File: config.mk
export PLATFORM = sky130hd
export DESIGN_NAME = wide_unsigned_restoring_divider_core
export DESIGN_NICKNAME = d
export VERILOG_FILES = /design/src/hw/rtl/wudiv_pkg.sv /design/src/hw/rtl/wudiv_datapath.sv /design/src/hw/rtl/wide_unsigned_restoring_divider_core.sv
export SDC_FILE = /design/constraint.sdc
export NUM_CORES = 1
export LEC_CHECK = 0
export BUFFER_PORTS_ARGS = -buffer_cell sky130_fd_sc_hd__buf_2
export CAP_MARGIN = 20
export CORE_MARGIN = 8
export CORE_UTILIZATION = 30
export CTS_CLUSTER_DIAMETER = 100
export DETAILED_ROUTE_END_ITERATION = 10
export SLEW_MARGIN = 20
export SYNTH_ARGS = -nofsm -noshare
export SYNTH_HDL_FRONTEND = slang
export SYNTH_SLANG_ARGS = --single-unit
File: constraint.sdc
create_clock -name clk -period 9.5 [get_ports clk]
set_input_delay 0.475 -clock clk [delete_from_list [all_inputs] [get_ports clk]]
set_output_delay 0.475 -clock clk [all_outputs]
set_load 0.1 [all_outputs]
File: src/hw/rtl/wudiv_pkg.sv
`default_nettype none

package wudiv_pkg;

  localparam int QUO_W  = 96;   // quotient bits carried on the result item
  localparam int REM_W  = 32;   // remainder bits carried on the result item
  localparam int STEP_W = 3;    // microcode address width

  localparam logic [3:0] DIV_TEN = 4'd10;

  // Microcode addresses
  localparam logic [STEP_W-1:0] STEP_IDLE  = 3'd0;
  localparam logic [STEP_W-1:0] STEP_CHECK = 3'd1;
  localparam logic [STEP_W-1:0] STEP_INIT  = 3'd2;
  localparam logic [STEP_W-1:0] STEP_ITER  = 3'd3;
  localparam logic [STEP_W-1:0] STEP_FIN   = 3'd4;
  localparam logic [STEP_W-1:0] STEP_DONE  = 3'd5;

  typedef enum logic [2:0] {
    COND_ALWAYS   = 3'd0,
    COND_IN_VALID = 3'd1,
    COND_REP_ZERO = 3'd2,
    COND_BIT_LAST = 3'd3,
    COND_OUT_FREE = 3'd4
  } cond_t;

  typedef struct packed {
    logic              in_rdy;
    logic              load;
    logic              init;
    logic              shift;
    logic              finish;
    logic              emit;
    cond_t             cond;
    logic [STEP_W-1:0] jump;   // taken when cond holds
    logic [STEP_W-1:0] fall;   // taken otherwise
  } ucode_word_t;

  typedef struct packed {
    logic load;
    logic init;
    logic shift;
    logic finish;
  } dp_ctrl_t;

  typedef struct packed {
    logic rep_zero;
    logic bit_last;
  } dp_status_t;

  typedef struct packed {
    logic        mode;
    logic [63:0] dividend_lo;
    logic [31:0] dividend_hi;
    logic [63:0] divisor_lo;
    logic [31:0] divisor_hi;
    logic [4:0]  repeat_count;
  } in_item_t;

  typedef struct packed {
    logic [63:0] quotient_lo;
    logic [31:0] quotient_hi;
    logic [31:0] remainder_word;
  } out_item_t;

  // Control store
  function automatic ucode_word_t ucode(input logic [STEP_W-1:0] pc);
    ucode_word_t w;
    w = '0;
    unique case (pc)
      STEP_IDLE: begin
        w.in_rdy = 1'b1; w.load = 1'b1;
        w.cond = COND_IN_VALID; w.jump = STEP_CHECK; w.fall = STEP_IDLE;
      end
      STEP_CHECK: begin
        w.cond = COND_REP_ZERO; w.jump = STEP_DONE; w.fall = STEP_INIT;
      end
      STEP_INIT: begin
        w.init = 1'b1;
        w.cond = COND_ALWAYS; w.jump = STEP_ITER; w.fall = STEP_ITER;
      end
      STEP_ITER: begin
        w.shift = 1'b1;
        w.cond = COND_BIT_LAST; w.jump = STEP_FIN; w.fall = STEP_ITER;
      end
      STEP_FIN: begin
        w.finish = 1'b1;
        w.cond = COND_ALWAYS; w.jump = STEP_CHECK; w.fall = STEP_CHECK;
      end
      STEP_DONE: begin
        w.emit = 1'b1;
        w.cond = COND_OUT_FREE; w.jump = STEP_IDLE; w.fall = STEP_DONE;
      end
      default: begin
        w.cond = COND_ALWAYS; w.jump = STEP_IDLE; w.fall = STEP_IDLE;
      end
    endcase
    return w;
  endfunction

endpackage

`default_nettype wire

File: src/hw/rtl/wudiv_datapath.sv
`default_nettype none

module wudiv_datapath #(
  parameter int DATA_WIDTH = 96,
  parameter int MAX_REPEAT = 31
) (
  input  wire                            clk,
  input  wudiv_pkg::in_item_t            in_data,
  input  wudiv_pkg::dp_ctrl_t            ctrl,
  output wudiv_pkg::dp_status_t          status,
  output logic [wudiv_pkg::QUO_W-1:0]    quotient,
  output logic [wudiv_pkg::REM_W-1:0]    remainder_word
);
  import wudiv_pkg::*;

  localparam int XW = (DATA_WIDTH > QUO_W) ? DATA_WIDTH : QUO_W;
  localparam int ZW = (DATA_WIDTH > REM_W) ? DATA_WIDTH : REM_W;
  localparam int BW = $clog2(DATA_WIDTH);
  localparam int RW = $clog2(MAX_REPEAT + 1);

  // acc: dividend shifting out on top, quotient bits shifting in at bottom
  logic [DATA_WIDTH-1:0] acc;
  logic [DATA_WIDTH-1:0] dsr;
  logic [DATA_WIDTH-1:0] part;
  logic [BW-1:0]         bitcnt;
  logic [RW-1:0]         rep;
  logic [REM_W-1:0]      rem_q;

  logic [XW-1:0]         dvd_ext, dsr_ext, quo_ext;
  logic [ZW-1:0]         rem_ext;
  logic [DATA_WIDTH:0]   trial;
  logic [DATA_WIDTH+1:0] diff;
  logic                  fits;
  logic [RW-1:0]         rep_load;

  assign dvd_ext = XW'({in_data.dividend_hi, in_data.dividend_lo});
  assign dsr_ext = XW'({in_data.divisor_hi, in_data.divisor_lo});

  assign trial = {part, acc[DATA_WIDTH-1]};
  assign diff  = {1'b0, trial} - {2'b00, dsr};
  assign fits  = ~diff[DATA_WIDTH+1];

  always_comb begin
    if (in_data.mode == 1'b0) begin
      rep_load = RW'(1);
    end else if (int'(in_data.repeat_count) > MAX_REPEAT) begin
      rep_load = RW'(MAX_REPEAT);
    end else begin
      rep_load = RW'(in_data.repeat_count);
    end
  end

  always_ff @(posedge clk) begin
    if (ctrl.load) begin
      acc   <= dvd_ext[DATA_WIDTH-1:0];
      dsr   <= in_data.mode ? DATA_WIDTH'(DIV_TEN) : dsr_ext[DATA_WIDTH-1:0];
      rep   <= rep_load;
      rem_q <= '0;
    end
    if (ctrl.init) begin
      part   <= '0;
      bitcnt <= BW'(DATA_WIDTH - 1);
    end
    if (ctrl.shift) begin
      part   <= fits ? diff[DATA_WIDTH-1:0] : trial[DATA_WIDTH-1:0];
      acc    <= {acc[DATA_WIDTH-2:0], fits};
      bitcnt <= bitcnt - BW'(1);
    end
    if (ctrl.finish) begin
      rem_q <= rem_ext[REM_W-1:0];
      rep   <= rep - RW'(1);
    end
  end

  assign rem_ext = ZW'(part);
  assign quo_ext = XW'(acc);

  assign status.rep_zero = (rep == '0);
  assign status.bit_last = (bitcnt == '0);
  assign quotient        = quo_ext[QUO_W-1:0];
  assign remainder_word  = rem_q;

endmodule

`default_nettype wire

File: src/hw/rtl/wide_unsigned_restoring_divider_core.sv
// Sequence from accept to out_valid: mode 0 runs one restoring division; mode 1 runs
//   n divisions by ten, n = repeat_count saturated at MAX_REPEAT, then emits.
// Throughput: one item at a time; the next item can be taken in the cycle after the
//   result is handed to the output register. The restoring loop sets it.
// Reset (rst, synchronous, active high) returns the sequencer to idle and
//   empties the output register; no item is taken while rst is high.
`default_nettype none

module wide_unsigned_restoring_divider_core #(
  parameter int DATA_WIDTH = 96,   // 8 .. 192
  parameter int MAX_REPEAT = 31    // 1 .. 63
) (
  input  wire                   clk,
  input  wire                   rst,
  input  wire                   in_valid,
  output logic                  in_ready,
  input  wudiv_pkg::in_item_t   in_data,
  output logic                  out_valid,
  input  wire                   out_ready,
  output wudiv_pkg::out_item_t  out_data
);
  import wudiv_pkg::*;

  // Microcoded sequencer: pc addresses the control store, each word raises
  // datapath strobes and picks the next step from one tested condition.
  logic [STEP_W-1:0] pc, pc_next;
  ucode_word_t       uw;
  dp_ctrl_t          dp_ctrl;
  dp_status_t        dp_stat;
  logic              cond_hit;
  logic              out_free;
  logic              emit;

  logic [QUO_W-1:0]  quotient;
  logic [REM_W-1:0]  rem_word;

  assign uw       = ucode(pc);
  assign out_free = ~out_valid | out_ready;
  assign in_ready = uw.in_rdy & ~rst;

  always_comb begin
    unique case (uw.cond)
      COND_ALWAYS:   cond_hit = 1'b1;
      COND_IN_VALID: cond_hit = in_valid;
      COND_REP_ZERO: cond_hit = dp_stat.rep_zero;
      COND_BIT_LAST: cond_hit = dp_stat.bit_last;
      COND_OUT_FREE: cond_hit = out_free;
      default:       cond_hit = 1'b1;
    endcase
    pc_next = cond_hit ? uw.jump : uw.fall;
  end

  // Strobes; load fires on an accepted item, and also on in_valid in the idle step while rst is high.
  assign dp_ctrl.load   = uw.load & in_valid;
  assign dp_ctrl.init   = uw.init;
  assign dp_ctrl.shift  = uw.shift;
  assign dp_ctrl.finish = uw.finish;
  assign emit           = uw.emit & out_free;

  always_ff @(posedge clk) begin
    if (rst) begin
      pc <= STEP_IDLE;
    end else begin
      pc <= pc_next;
    end
  end

  wudiv_datapath #(
    .DATA_WIDTH (DATA_WIDTH),
    .MAX_REPEAT (MAX_REPEAT)
  ) u_dp (
    .clk            (clk),
    .in_data        (in_data),
    .ctrl           (dp_ctrl),
    .status         (dp_stat),
    .quotient       (quotient),
    .remainder_word (rem_word)
  );

  // Output register: decouples the result from the next item's work.
  always_ff @(posedge clk) begin
    if (rst) begin
      out_valid <= 1'b0;
    end else if (emit) begin
      out_valid <= 1'b1;
    end else if (out_ready) begin
      out_valid <= 1'b0;
    end
  end

  always_ff @(posedge clk) begin
    if (emit) begin
      out_data.quotient_lo    <= quotient[63:0];
      out_data.quotient_hi    <= quotient[QUO_W-1:64];
      out_data.remainder_word <= rem_word;
    end
  end

endmodule

`default_nettype wire

==> results.cfg <==
[run_status]
status = complete, no violations

[clocking]
numClockSinks = 464
numCtsBuffers = 53
path_clk_slew_ns = 0.06
cts_tree = built
cts_buffer_depth = 3
cts_resized = 0
cts_htree_levels = 2
cts.root.buffer_cell = clkbuf_16
clk_latency_ns = 0.61
hold_buffers = 0
post-cts-setup-buffer-count = 0

[critical_path]
crit_buf_inv = 1
cp_max_fo = 46
slowest_stage = nor2_1
r2r-start = u_dp.part[55]
timing.reg2reg.setup_slack_ns = 5.27
r2r-end = u_dp.part[79]
endpoint_kind = register
reg2regPathDepth = 12
crit_cells = 12
slowest_delay_ns = 0.85
arrival_ns = 4.69
cp-startpoint = u_dp.part[55]
path_class = reg2reg
cp_top_family = compound AO/OA/AOI/OAI gates
path_cells = ha_1 > a21oi_1 > o21ai_0 > a21oi_1 > o21ai_0 > a21oi_1 > o32ai_1 > a41oi_1 > nand2_4 > nor2_1 > buf_4 > a22o_1
crit_top_cell = a21oi_1
required_ns = 9.96
cp-endpoint = u_dp.part[79]
cp-start-kind = register

[routing]
drt_iter0_markers = 1278
vias_per_cell = 4.89
drt_first_pass_iters = 5
wire_per_inst_um = 18.7
wl_mm = 69.0
antenna_left = 0
drc_errors = 0
vias = 18100

[synthesis]
synth_async_sr_flop_share_pct = 0
synth_edf_count = 460
synth_top_area_share_pct = 57.1
synth_adder_area_share_pct = 5.20
synth_area_leaders = edfxtp_1, nand2_1, ha_1
synth_top_family_by_area = simple AND/OR/NAND/NOR gates
synth_flop_cell = edfxtp_1
synth_compound_gate_area_share_pct = 12.5
yosysSeqAreaShare_pct = 57.4
synth_xor_area_share_pct = 3.55
synth.area.mux_share_pct = 0.0827
ys_ff_latch = 464
ys_types = 79
syn_avg_cell_area_um2 = 10.5
yosys.area.top_type = edfxtp_1
yosysWarningCount = 0
synth-simple-area-share_pct = 17.3
synth_cells = 2306
syn-cell-area_um2 = 24200
syn_nets = 2608

[floorplan]
die_h_um = 300
die_x_um = 300
core_area_um2 = 80200
die-area_um2 = 90000
initial_core_util_pct = 30.2
std_cell_rows = 104
pin_count = 332

[global_route]
grt-ovfl-total = 0
gr-usage-met2_pct = 23.3
grt_max_degree = 79
grt_pass1_vias = 17700
grt_pass1_wl_mm = 105
grt_antenna_before_repair = 4
grt_util_met1_pct = 19.9
grt.total_usage_pct = 14.6
grtUsageMet3_pct = 2.90
gr-max-usage-layer = met2

[placement]
pre_cts_ws_ns = 5.28
dp_hpwl_mm = 51.0
placed_area_um2 = 26900
gp_congestion = 0.912
io_buffers = 331

[finish]
synthToLayoutAreaGrowth_pct = 18.5
fin_area_um2 = 28700
finalNetCount = 2896
drive_gt1_share_pct = 17.9
final_cell_mix = nand2_1, edfxtp_1, buf_2, a21oi_1, inv_1
mostFrequentLayoutCell = nand2_1

[power]
p_seq_share_pct = 41.7
comb_power_share_pct = 25.8
clockPowerShare_pct = 32.5
leakagePower_nw = 11.5
power_density_nw_per_um2 = 223
p_switching_mw = 2.07
ir_drop_uv = 127
sw_frac_of_total_pct = 32.3
p_int_mw = 4.33
power_mw = 6.40

[timing]
min_period_ns = 4.23
hold_viol = 0
drv_slew = 0
max_freq_mhz = 237
setup_tns_ns = 0
rsz0062_at_grt = no
maxSlewHeadroom_pct = 22.9
setup_viol_count_final = 0
skew_ns = 0.0299
tightest_slew_ns = 1.15
post-route-period-util_pct = 44.5
whs_ns = 0.129
fin_ws_ns = 5.27

[worst_hold_path]
hold_path_class = in2reg

[flow_run]
cap_violations = 0
worst min-delay path by stage:
stage                    to               startpoint  slack, ns  cells past startpoint
6_report          out_valid                      rst       0.13                      2
5_1_grt               pc[0]                      rst       0.11                      2
4_1_cts           out_valid                      rst       0.08                      2
3_5_place_dp   out_data[19]  u_dp.remainder_word[19]       0.40                      0
3_3_place_gp   out_data[16]  u_dp.remainder_word[16]       0.40                      0
2_1_floorplan   out_data[0]   u_dp.remainder_word[0]       0.40                      0
layer usage:
metal  wire, µm  vias up
met3       4590       95
met1      31100     8610
met4       1800        0
met2      31500      616
li1           -     8770
met5          0        -
cell usage after synthesis, drive strengths merged (43+ instances only):
| cell | count |
|---|---|
| a21oi | 196 |
| clkbuf | 78 |
| edfxtp | 460 |
| ha | 99 |
| inv | 126 |
| nand2 | 530 |
| nand4 | 45 |
| nor2 | 108 |
| nor2b | 104 |
| o21ai | 85 |
| xnor2 | 55 |
| xor2 | 43 |
sequential cells by signal, summed over array words and instances, names as in the netlist:
register,flops
u_dp.rep,5
u_dp.quotient,96
u_dp.remainder_word,32
pc,3
u_dp.part,96
u_dp.dsr,96
out_data,128
u_dp.bitcnt,7
out_valid,1
cell type report:
class                      count  area (µm²)
antenna                        1        2.50
inverter                     126         475
multi-input combinational   1600        9400
clock buffer                  65        1410
sequential                   464       13900
fill                        8098       51500
timing repair buffer         349        1810
tap                         1060        1330
clock inverter                33         357
per-stage QoR:
step,cells,utilization (%)
finish,3698,35.8
global route,3697,35.8
CTS,3696,35.7
detailed placement,3598,33.5
global placement,3598,33.5
floorplan,2306,-
power by group through the flow:
stage / Clock, mW / Combinational (mW) / Sequential [mW]
floorplan: 0 / 1.15 / 2.76
global placement: 0 / 1.65 / 2.70
detailed placement: 0 / 1.64 / 2.71
CTS: 2.15 / 1.65 / 2.67
global route: 2.22 / 1.83 / 2.69
finish: 2.08 / 1.65 / 2.67
cell families after synthesis:
family          after synthesis
compound gates              473
xor+xnor                     98
fa+ha+maj                   100
buf+inv                     242
flops                       464
mux                           2
simple gates                927
No activity file was read; power rests on OpenSTA's default activity.
